`src/design/idsa_pkg.sv`:
```
// ----------------------------------------------------------------------------
// idsa_pkg: shared types and codes for the slot allocator
// Word formats, command and status codes, cell command and chain link types.
// ----------------------------------------------------------------------------
package idsa_pkg;

	localparam logic [1:0] KIND_ALLOC   = 2'd0;
	localparam logic [1:0] KIND_FIND    = 2'd1;
	localparam logic [1:0] KIND_MARK    = 2'd2;
	localparam logic [1:0] KIND_CONFIRM = 2'd3;

	localparam logic [2:0] ST_NEW     = 3'd0;
	localparam logic [2:0] ST_ALREADY = 3'd1;
	localparam logic [2:0] ST_INVALID = 3'd2;
	localparam logic [2:0] ST_FULL    = 3'd3;
	localparam logic [2:0] ST_PERSIST = 3'd4;
	localparam logic [2:0] ST_OK      = 3'd5;
	localparam logic [2:0] ST_REJECT  = 3'd6;

	localparam int OCC_MAX = 63;

	typedef struct packed {
		logic [1:0]  kind;
		logic [63:0] dev_id;
		logic        persist_ok;
	} in_word_t;

	typedef struct packed {
		logic [2:0] status;
		logic [7:0] endpoint;
		logic [5:0] occupied;
	} out_word_t;

	typedef struct packed {
		logic        look;
		logic [63:0] id;
		logic        claim;
		logic        mark;
		logic        clear;
	} cell_cmd_t;

	typedef struct packed {
		logic       hit_seen;
		logic       hit_pend;
		logic [7:0] hit_idx;
		logic       free_seen;
		logic [7:0] free_idx;
	} chain_t;

endpackage

```
`src/design/idsa_cell.sv`:
```
// ----------------------------------------------------------------------------
// idsa_cell: one slot of the allocator table
// Holds one entry, compares it against the command id and passes the
// first-match and first-free selection on to the next cell.
// ----------------------------------------------------------------------------
module idsa_cell #(
	parameter int IDX = 0
) (
	input  logic                 clk,
	input  logic                 arst_n,
	input  idsa_pkg::cell_cmd_t  cmd,
	input  idsa_pkg::chain_t     prev,
	output idsa_pkg::chain_t     next
);

	localparam logic [7:0] IDX_V = 8'(IDX);

	logic        used_q;
	logic        pend_q;
	logic [63:0] id_q;
	logic        match_s1;
	logic        free_s1;
	logic        hit_sel;
	logic        free_sel;

	always_ff @(posedge clk or negedge arst_n) begin
		if (!arst_n) begin
			match_s1 <= 1'b0;
			free_s1  <= 1'b0;
		end else if (cmd.look) begin
			match_s1 <= used_q && (id_q == cmd.id);
			free_s1  <= !used_q;
		end
	end

	assign hit_sel  = match_s1 && !prev.hit_seen;
	assign free_sel = free_s1 && !prev.free_seen;

	always_comb begin
		next           = prev;
		next.hit_seen  = prev.hit_seen || match_s1;
		next.free_seen = prev.free_seen || free_s1;
		if (hit_sel) begin
			next.hit_pend = pend_q;
			next.hit_idx  = IDX_V;
		end
		if (free_sel) begin
			next.free_idx = IDX_V;
		end
	end

	always_ff @(posedge clk or negedge arst_n) begin
		if (!arst_n) begin
			used_q <= 1'b0;
			pend_q <= 1'b0;
		end else if (cmd.claim && free_sel) begin
			used_q <= 1'b1;
			pend_q <= 1'b0;
		end else if (cmd.mark && hit_sel) begin
			pend_q <= 1'b1;
		end else if (cmd.clear && hit_sel) begin
			used_q <= 1'b0;
			pend_q <= 1'b0;
		end
	end

	always_ff @(posedge clk) begin
		if (cmd.claim && free_sel) begin
			id_q <= cmd.id;
		end
	end

`ifndef SYNTHESIS
	a_pend_used: assert property (@(posedge clk) disable iff (!arst_n)
		pend_q |-> used_q)
		else $error("pending slot is not in use");
	a_pend_from_used: assert property (@(posedge clk) disable iff (!arst_n)
		$rose(pend_q) |-> $past(used_q) && $past(cmd.mark))
		else $error("slot marked without being assigned");
	a_free_from_pend: assert property (@(posedge clk) disable iff (!arst_n)
		$fell(used_q) |-> $past(pend_q) && $past(cmd.clear))
		else $error("slot freed without pending removal");
`endif

endmodule

```
`src/design/id_to_endpoint_slot_allocator.sv`:
```
// ----------------------------------------------------------------------------
// id_to_endpoint_slot_allocator: device id to endpoint slot table
// Flow: the accepted word is compared in the look state and selected in the
// pick state; a new word is taken only after the last result is registered,
// and a held result delays the select state until it is taken.
// Reset: table empty, endpoint_base 1, occupancy 0, no result pending.
// ----------------------------------------------------------------------------
module id_to_endpoint_slot_allocator #(
	parameter int SLOTS = 32
) (
	input  logic                  clk,
	input  logic                  arst_n,
	input  logic                  in_valid,
	output logic                  in_stall,
	input  idsa_pkg::in_word_t    in_data,
	output logic                  out_valid,
	input  logic                  out_stall,
	output idsa_pkg::out_word_t   out_data,
	input  logic                  cfg_valid,
	output logic                  cfg_ready,
	input  logic [7:0]            cfg_data
);

	localparam int OCW = $clog2(SLOTS + 1);

	typedef enum logic [2:0] {
		S_IDLE = 3'b001,
		S_LOOK = 3'b010,
		S_PICK = 3'b100
	} state_t;

	state_t               state_q;
	idsa_pkg::in_word_t   cmd_q;
	logic [7:0]           base_q;
	logic [OCW-1:0]       cnt_q;
	logic [OCW-1:0]       cnt_next;
	logic                 out_valid_q;
	idsa_pkg::out_word_t  out_data_q;
	idsa_pkg::chain_t     link [SLOTS+1];
	idsa_pkg::chain_t     tail;
	idsa_pkg::cell_cmd_t  cell_cmd;
	idsa_pkg::out_word_t  res;
	logic                 commit;
	logic                 do_claim;
	logic                 do_mark;
	logic                 do_clear;
	logic                 hit_ok;
	logic [8:0]           cnt_ext;

	assign cfg_ready = 1'b1;
	assign in_stall  = (state_q != S_IDLE);
	assign out_valid = out_valid_q;
	assign out_data  = out_data_q;

	always_ff @(posedge clk or negedge arst_n) begin
		if (!arst_n) begin
			base_q <= 8'd1;
		end else if (cfg_valid && cfg_ready) begin
			base_q <= cfg_data;
		end
	end

	assign link[0] = '0;

	for (genvar g = 0; g < SLOTS; g++) begin : g_cell
		idsa_cell #(
			.IDX (g)
		) u_cell (
			.clk    (clk),
			.arst_n (arst_n),
			.cmd    (cell_cmd),
			.prev   (link[g]),
			.next   (link[g+1])
		);
	end

	assign tail   = link[SLOTS];
	assign commit = (state_q == S_PICK) && (!out_valid_q || !out_stall);
	assign hit_ok = tail.hit_seen && !tail.hit_pend;

	always_comb begin
		res.status   = idsa_pkg::ST_REJECT;
		res.endpoint = 8'd0;
		do_claim     = 1'b0;
		do_mark      = 1'b0;
		do_clear     = 1'b0;
		if (cmd_q.dev_id == 64'd0) begin
			res.status = idsa_pkg::ST_INVALID;
		end else begin
			case (cmd_q.kind)
				idsa_pkg::KIND_ALLOC: begin
					if (hit_ok) begin
						res.status   = idsa_pkg::ST_ALREADY;
						res.endpoint = base_q + tail.hit_idx;
					end else if (!tail.free_seen) begin
						res.status = idsa_pkg::ST_FULL;
					end else if (cmd_q.persist_ok) begin
						res.status   = idsa_pkg::ST_NEW;
						res.endpoint = base_q + tail.free_idx;
						do_claim     = 1'b1;
					end else begin
						res.status = idsa_pkg::ST_PERSIST;
					end
				end
				idsa_pkg::KIND_FIND: begin
					if (hit_ok) begin
						res.status   = idsa_pkg::ST_OK;
						res.endpoint = base_q + tail.hit_idx;
					end
				end
				idsa_pkg::KIND_MARK: begin
					if (hit_ok) begin
						if (cmd_q.persist_ok) begin
							res.status   = idsa_pkg::ST_OK;
							res.endpoint = base_q + tail.hit_idx;
							do_mark      = 1'b1;
						end else begin
							res.status = idsa_pkg::ST_PERSIST;
						end
					end
				end
				idsa_pkg::KIND_CONFIRM: begin
					if (tail.hit_seen && tail.hit_pend) begin
						if (cmd_q.persist_ok) begin
							res.status = idsa_pkg::ST_OK;
							do_clear   = 1'b1;
						end else begin
							res.status = idsa_pkg::ST_PERSIST;
						end
					end
				end
				default: begin
					res.status = idsa_pkg::ST_REJECT;
				end
			endcase
		end
		cnt_next = cnt_q + OCW'(do_claim) - OCW'(do_clear);
		cnt_ext  = 9'(cnt_next);
		if (cnt_ext > 9'(idsa_pkg::OCC_MAX)) begin
			res.occupied = 6'(idsa_pkg::OCC_MAX);
		end else begin
			res.occupied = cnt_ext[5:0];
		end
	end

	always_comb begin
		cell_cmd.look  = (state_q == S_LOOK);
		cell_cmd.id    = cmd_q.dev_id;
		cell_cmd.claim = commit && do_claim;
		cell_cmd.mark  = commit && do_mark;
		cell_cmd.clear = commit && do_clear;
	end

	always_ff @(posedge clk) begin
		if (in_valid && !in_stall) begin
			cmd_q <= in_data;
		end
	end

	always_ff @(posedge clk or negedge arst_n) begin
		if (!arst_n) begin
			state_q     <= S_IDLE;
			cnt_q       <= '0;
			out_valid_q <= 1'b0;
		end else begin
			case (state_q)
				S_IDLE: begin
					if (in_valid) begin
						state_q <= S_LOOK;
					end
				end
				S_LOOK: begin
					state_q <= S_PICK;
				end
				S_PICK: begin
					if (commit) begin
						state_q <= S_IDLE;
					end
				end
				default: begin
					state_q <= S_IDLE;
				end
			endcase
			if (commit) begin
				cnt_q       <= cnt_next;
				out_valid_q <= 1'b1;
			end else if (!out_stall) begin
				out_valid_q <= 1'b0;
			end
		end
	end

	always_ff @(posedge clk) begin
		if (commit) begin
			out_data_q <= res;
		end
	end

`ifndef SYNTHESIS
	a_cnt_range: assert property (@(posedge clk) disable iff (!arst_n)
		int'(cnt_q) <= SLOTS)
		else $error("occupancy count above table size");
	a_new_counts: assert property (@(posedge clk) disable iff (!arst_n)
		commit && do_claim |=> cnt_q == $past(cnt_q) + OCW'(1))
		else $error("claim did not raise occupancy");
	a_out_after_pick: assert property (@(posedge clk) disable iff (!arst_n)
		$rose(out_valid_q) |-> $past(state_q == S_PICK))
		else $error("result word without a select cycle");
`endif

endmodule

```
`config.mk`:
```
export PLATFORM = sky130hd
export DESIGN_NAME = id_to_endpoint_slot_allocator
export DESIGN_NICKNAME = d
export VERILOG_FILES = /design/src/design/idsa_pkg.sv /design/src/design/idsa_cell.sv /design/src/design/id_to_endpoint_slot_allocator.sv
export SDC_FILE = /design/constraint.sdc
export NUM_CORES = 2
export LEC_CHECK = 0
export ABC_AREA = 0
export BUFFER_PORTS_ARGS = -buffer_cell sky130_fd_sc_hd__buf_2
export CORE_UTILIZATION = 58
export DETAILED_ROUTE_END_ITERATION = 16
export PLACE_DENSITY = 0.74
export SYNTH_ARGS = -nofsm -noshare
export SYNTH_HDL_FRONTEND = slang
export SYNTH_HIERARCHICAL = 1
export SYNTH_SLANG_ARGS = --single-unit
```
`constraint.sdc`:
```
create_clock -name clk -period 16.39 [get_ports clk]
set_input_delay 3.278 -clock clk [delete_from_list [all_inputs] [get_ports clk]]
set_output_delay 3.278 -clock clk [all_outputs]
set_load 0.02 [all_outputs]
```
# --- Word level (Yosys, flattened, before mapping) ---
# Cells that the tools add are included.
op_classes:
  add_sub_neg: 4
  muxes: 251
  reduce_logical: 457
  eq_ne: 74
ops:
  columns: ["operator", "n"]
  rows:
  - ["== test 64 bit", 32]
  - ["two-way mux 9 bit", 32]
  - ["logical AND 1 bit", 197]
  - ["two-way mux 1 bit", 175]
  - ["logical NOT 1 bit", 98]
  - ["nonzero test 3 bit", 32]
  - ["two-way mux 5 bit", 16]
  - ["!= test 2 x 1 -> 1 bit (second input constant)", 33]
  - ["AND reduction 2 bit", 33]
  - ["logical NOT 64 bit", 1]
  - ["nonzero test 2 bit", 32]
  - ["logical OR 1 bit", 63]
  - ["two-way mux 4 bit", 8]
  - ["two-way mux 3 bit", 9]
  - ["two-way mux 8 bit", 3]
  - ["one-hot mux 8 bit (3 select lines)", 1]
  - ["two-way mux 11 bit", 2]
  - ["adder 8 bit", 2]
  - ["one-hot mux 3 bit (4 select lines)", 1]
  - ["two-way mux 10 bit", 1]
  - ["one-hot mux 3 bit (3 select lines)", 1]
  - ["adder 6 x 1 -> 6 bit", 1]
  - ["subtractor 6 x 1 -> 6 bit", 1]
  - ["== test 2 bit (second input constant)", 2]
  - ["8 further kinds", 10]
word_totals:
  register_bits: 2278
  word_cells: 956

# --- Longest topological paths before layout ---
depth:
  ltp_word: 42
  ltp_mapped: 79
  ltp_nobuf: 79

# --- Modules after synthesis ---
# The synthesis kept the hierarchy.
modules_own_cells:
  columns: ["mod", "cells_each", "instances", "area_per_inst_um2", "seq_area_each_um2"]
  rows:
  - ["idsa_cell", 190, 32, 2935.3, 2021.9]
  - ["id_to_endpoint_slot_allocator", 319, 1, 4498.1, 2975.4]

# --- Worst setup path before layout ---
# OpenSTA, ideal clock, no wires.
synth_path:
  path_type: "register to register"
  startpoint: "reg g_cell[0].u_cell.match_s1"
  endpoint: "reg g_cell[0].u_cell.pend_q"
  path_stages_with_launch: 39
  arrival_time_ns: 14.968
  setup_slack_ns: 1.329
  t_required_ns: 16.297
  synth_period_minus_slack_ns: 15.061
  path_buffers: 0
  cell_sequence: "dfrtp_1 -> or2_2 -> or2_2 -> or2_2 -> or2_2 -> or2_2 -> or2_2 -> or2_2 -> or2_2 -> or2_2 -> or2_2 -> or2_2 -> or2_2 -> or2_2 -> or2_2 -> or2_2 -> or2_2 -> or2_2 -> (+3 left out) -> or2_2 -> or2_2 -> or2_2 -> or2_2 -> or2_2 -> or2_2 -> or2_2 -> or2_2 -> or2_2 -> or2_2 -> or2_2 -> nand2b_1 -> nand2_1 -> nand2_1 -> nand2b_1 -> nor4_1 -> a22oi_1 -> nor2_1"
synth_lines:
  columns: ["item", "line", "text"]
  rows:
  - ["start, declared", "idsa_cell.sv:21", "logic match_s1;"]
  - ["start signal, assigned", "idsa_cell.sv:31", "match_s1 <= used_q && (id_q == cmd.id);"]
  - ["end signal, assigned", "idsa_cell.sv:55", "pend_q <= 1'b0;"]
  - ["end signal, assigned", "idsa_cell.sv:58", "pend_q <= 1'b0;"]
  - ["end signal, assigned", "idsa_cell.sv:60", "pend_q <= 1'b1;"]
  - ["end, declared", "idsa_cell.sv:19", "logic pend_q;"]

==> impl_metrics.py <==
metrics = {
    "outcome": {
        "run_status": "finished clean",
    },
    "sta": {
        "worst-slew-pin-transition_ns": 1.34,
        "totalNegativeSetupSlack_ns": 0,
        "max_clock_freq_mhz": 72.0,
        "hold-worst-slack_ns": 0.484,
        "post-route-worst-setup-slack_ns": 2.51,
        "final-max-slew-violation-count": 0,
        "final-setup-viol-count": 0,
        "grt_setup_unrepaired": "false",
        "timing.clock.skew_ns": 0.0470,
        "fin_crit_ns": 13.88,
        "final_number_of_hold_violating_endpoints": 0,
        "period_share_pct": 84.7,
        "slew-limit-headroom_pct": 10.4,
    },
    "clocking": {
        "cts.repair_timing.setup_buffer_count": 0,
        "holdBufCountCts": 0,
        "clock_sinks": 2278,
        "number_of_levels_in_the_clock_h_tree": 4,
        "cts_tree": "done",
        "cts.reportedPaths.clkPinSlew_ns": 0.06,
        "tritoncts.num_buffers": 225,
        "clkLatencyLatePin_ns": 0.86,
        "cts_max_path_buffers": 3,
        "cts_resized": 0,
        "root_buffer": "clkbuf_16",
    },
    "worst_hold_path": {
        "hold_path_depth": 1,
        "worstHoldEndpoint": "g_cell[13].u_cell/free_s1",
        "hold_path_class": "reg2reg",
        "hold_path_startpoint": "g_cell[13].u_cell/used_q",
    },
    "floorplanning": {
        "floorplan.initialDensity_pct": 58.7,
        "rows": 150,
        "die-width_um": 414,
        "placeableCoreArea_um2": 168000,
        "io_pins": 100,
        "die-area_um2": 171000,
        "die_extent_in_y_um": 414,
    },
    "grt": {
        "grt_use_total_pct": 28.1,
        "largest_net_degree_at_the_start_of_global_routing": 97,
        "antenna_found_initial": 9,
        "grt.overflow.total": 0,
        "global_route_wire_length_before_repair_um": 351000,
        "vias_in_the_first_global_route": 53900,
    },
    "detailed_routing": {
        "ant_nets": 0,
        "detail_route.iter0.violations": 5128,
        "vias": 54200,
        "drt-pass1-iter-count": 5,
        "viasPerCell": 5.82,
        "route.detailed.drc": 0,
        "totalWireLength_um": 238000,
        "drt-wirelength-per-cell_um": 25.5,
    },
    "power_and_ir_drop": {
        "power.density_cell_area_nw_per_um2": 130,
        "worst_ir_drop_vdd_uv": 106,
        "cellLeakagePower_nw": 35.1,
        "post_layout_power_mw": 14.3,
    },
    "worst_setup_path": {
        "critical_path.reg2reg.startpoint": "g_cell[0].u_cell/match_s1",
        "reg2reg_to": "g_cell[13].u_cell/id_q[57]",
        "timing.reg2reg.setup_slack_ns": 2.51,
        "rr_worst_depth": 41,
        "critPathSlowestCell": "nor2_4",
        "critPathMaxFanout": 35,
        "cp_data_required_time_ns": 16.91,
        "delay_of_the_slowest_cell_on_the_worst_path_ns": 0.92,
        "crit_path_end_kind": "flip-flop",
        "critPathArrivalTime_ns": 14.40,
        "startpoint_type": "flip-flop",
        "criticalPathCategory": "reg2reg",
        "cp_common_cell": "or2_2",
    },
    "layout": {
        "most_frequent_standard_cell_in_the_layout_excluding_fill_and_tap_cells": "edfxtp_1",
        "finalNonFillerCells": 9316,
        "postLayoutCellArea_um2": 111000,
        "total_of_fill_cells_in_the_finished_design": 11600,
        "drive_above_1_share_pct": 11.2,
        "final_util_pct": 65.9,
        "finalNetCount": 7021,
        "most-common-layout-cells": "edfxtp_1 (2132), xnor2_1 (1508), xor2_1 (551), nand4_1 (422), and2_1 (353)",
        "area_growth_pct": 12.3,
    },
    "synth": {
        "synthDominantAreaCellType": "edfxtp_1",
        "ys_dominant_reg_cell": "edfxtp_1",
        "post_synthesis_async_set_or_reset_flop_share_pct": 6.41,
        "post_synthesis_instance_area_um2": 98400,
        "synth_area_per_cell_um2": 15.4,
        "synth-warning-count": 6,
        "number_of_flops_mapped_to_enable_cells_by_yosys": 2132,
        "post_synth_inst_count": 6399,
        "synth_seq_cells": 2278,
        "yosysUniqueCellTypes": 56,
        "netlist.area_leader.share_pct": 65.0,
        "synth_seq_area_share_pct": 68.8,
        "synth_top_cells_by_area": "edfxtp_1 (65%), xnor2_1 (13%), xor2_1 (4.9%), dfrtp_1 (3.7%), nand4_1 (2.7%)",
    },
    "placed_design": {
        "port_buffers": 98,
        "post-place-cells": 8895,
        "gpl.final_weighted_congestion": 0.857,
        "placed_instance_area_um2": 103000,
        "dpl.hpwl_um": 137000,
        "dp_worst_setup_slack_ns": 2.58,
    },
    "job": {
        "max-cap-violations": 0,
    },
}
-- sequential cells by signal, summed over array words and instances (netlist names) --
signal and flops:
base_q 8, cell_cmd 64, cmd_q 3, cnt_q 6, g_cell.u_cell/free_s1 32, g_cell.u_cell/id_q 2048
g_cell.u_cell/match_s1 32, g_cell.u_cell/pend_q 32, g_cell.u_cell/used_q 32, out_data 17, out_valid 1, state_q 3
-- where the power goes --
part           internal, mW  total [mW]  switching (mW)
combinational         0.880        2.62            1.74
sequential             6.71        6.79          0.0831
clock                  2.79        4.94            2.15
total                  10.4        14.3            3.97
-- kinds of logic after synthesis --
family                   Yosys count  share of synthesized area [%]
flip-flops                      2278                           68.8
XOR/XNOR                        2059                           18.3
AND/OR/NAND/NOR                 1698                           10.4
AO/OA/AOI/OAI                    187                           1.36
buffers and inverters            110                          0.432
multiplexers                      42                          0.439
adder cells (fa/ha/maj)           23                          0.315
other                              2                        0.00763
-- critical path, delay by kind of cell, from the launching register on --
kind | cells | cell delay [ns]
buf+inv | 3 | 1.21
flops | 1 | 0.39
simple gates | 38 | 11.85
-- worst max-delay path by stage --
stage / endpoint / slack [ns] / from / cells after the start
5_1_grt: g_cell[13].u_cell/id_q[52] / 1.97 / g_cell[0].u_cell/match_s1 / 41
2_1_floorplan: g_cell[0].u_cell/pend_q / 1.33 / g_cell[0].u_cell/match_s1 / 38
6_report: g_cell[13].u_cell/id_q[57] / 2.51 / g_cell[0].u_cell/match_s1 / 41
4_1_cts: g_cell[26].u_cell/id_q[30] / 2.54 / g_cell[0].u_cell/match_s1 / 41
3_3_place_gp: g_cell[13].u_cell/id_q[41] / 2.71 / g_cell[0].u_cell/match_s1 / 41
3_5_place_dp: g_cell[26].u_cell/id_q[24] / 2.58 / g_cell[0].u_cell/match_s1 / 41
-- routing by layer --
metal / up-vias / track usage [%] / wire [um]
li1: 24300 / - / -
met1: 27800 / 38.8 / 99900
met2: 1779 / 46.5 / 115000
met3: 361 / 3.98 / 15300
met4: 2 / 8.51 / 6980
met5: - / 0 / 12
-- synth_stat cells, types with 2 or more instances --
cell type,instances
and3_1,3
inv_1,104
fa_1,3
o21ai_0,76
nand4_1,422
nor3b_1,2
a21o_1,7
or4_1,2
a211o_1,2
xnor2_1,1508
nand2_1,179
nand3_1,40
a21oi_1,16
and2_1,353
edfxtp_1,2132
clkbuf_1,2
dfrtp_1,144
or3_1,2
or2_2,65
nand2b_1,230
nor4_1,177
mux2i_1,33
nor4_2,64
o22ai_2,32
mux2_2,9
nor2_1,146
a22oi_1,35
o21bai_1,3
nor3_1,4
ha_1,20
dfstp_2,2
or3b_1,2
a31oi_1,2
xor2_1,551
a211oi_1,5
conb_1,2
-- area by class of cell --
cell class / count / area, um2 / area share [%]
Tap cell: 2204 / 2760 / 2.50
Timing Repair Buffer: 276 / 1960 / 1.77
Multi-Input combinational cell: 4032 / 30700 / 27.8
Clock inverter: 138 / 1120 / 1.01
Inverter: 105 / 394 / 0.357
Antenna cell: 2 / 5.00 / 0.00453
Sequential cell: 2278 / 67700 / 61.2
Clock buffer: 281 / 5930 / 5.37
No activity file was read; power rests on OpenSTA's default activity.
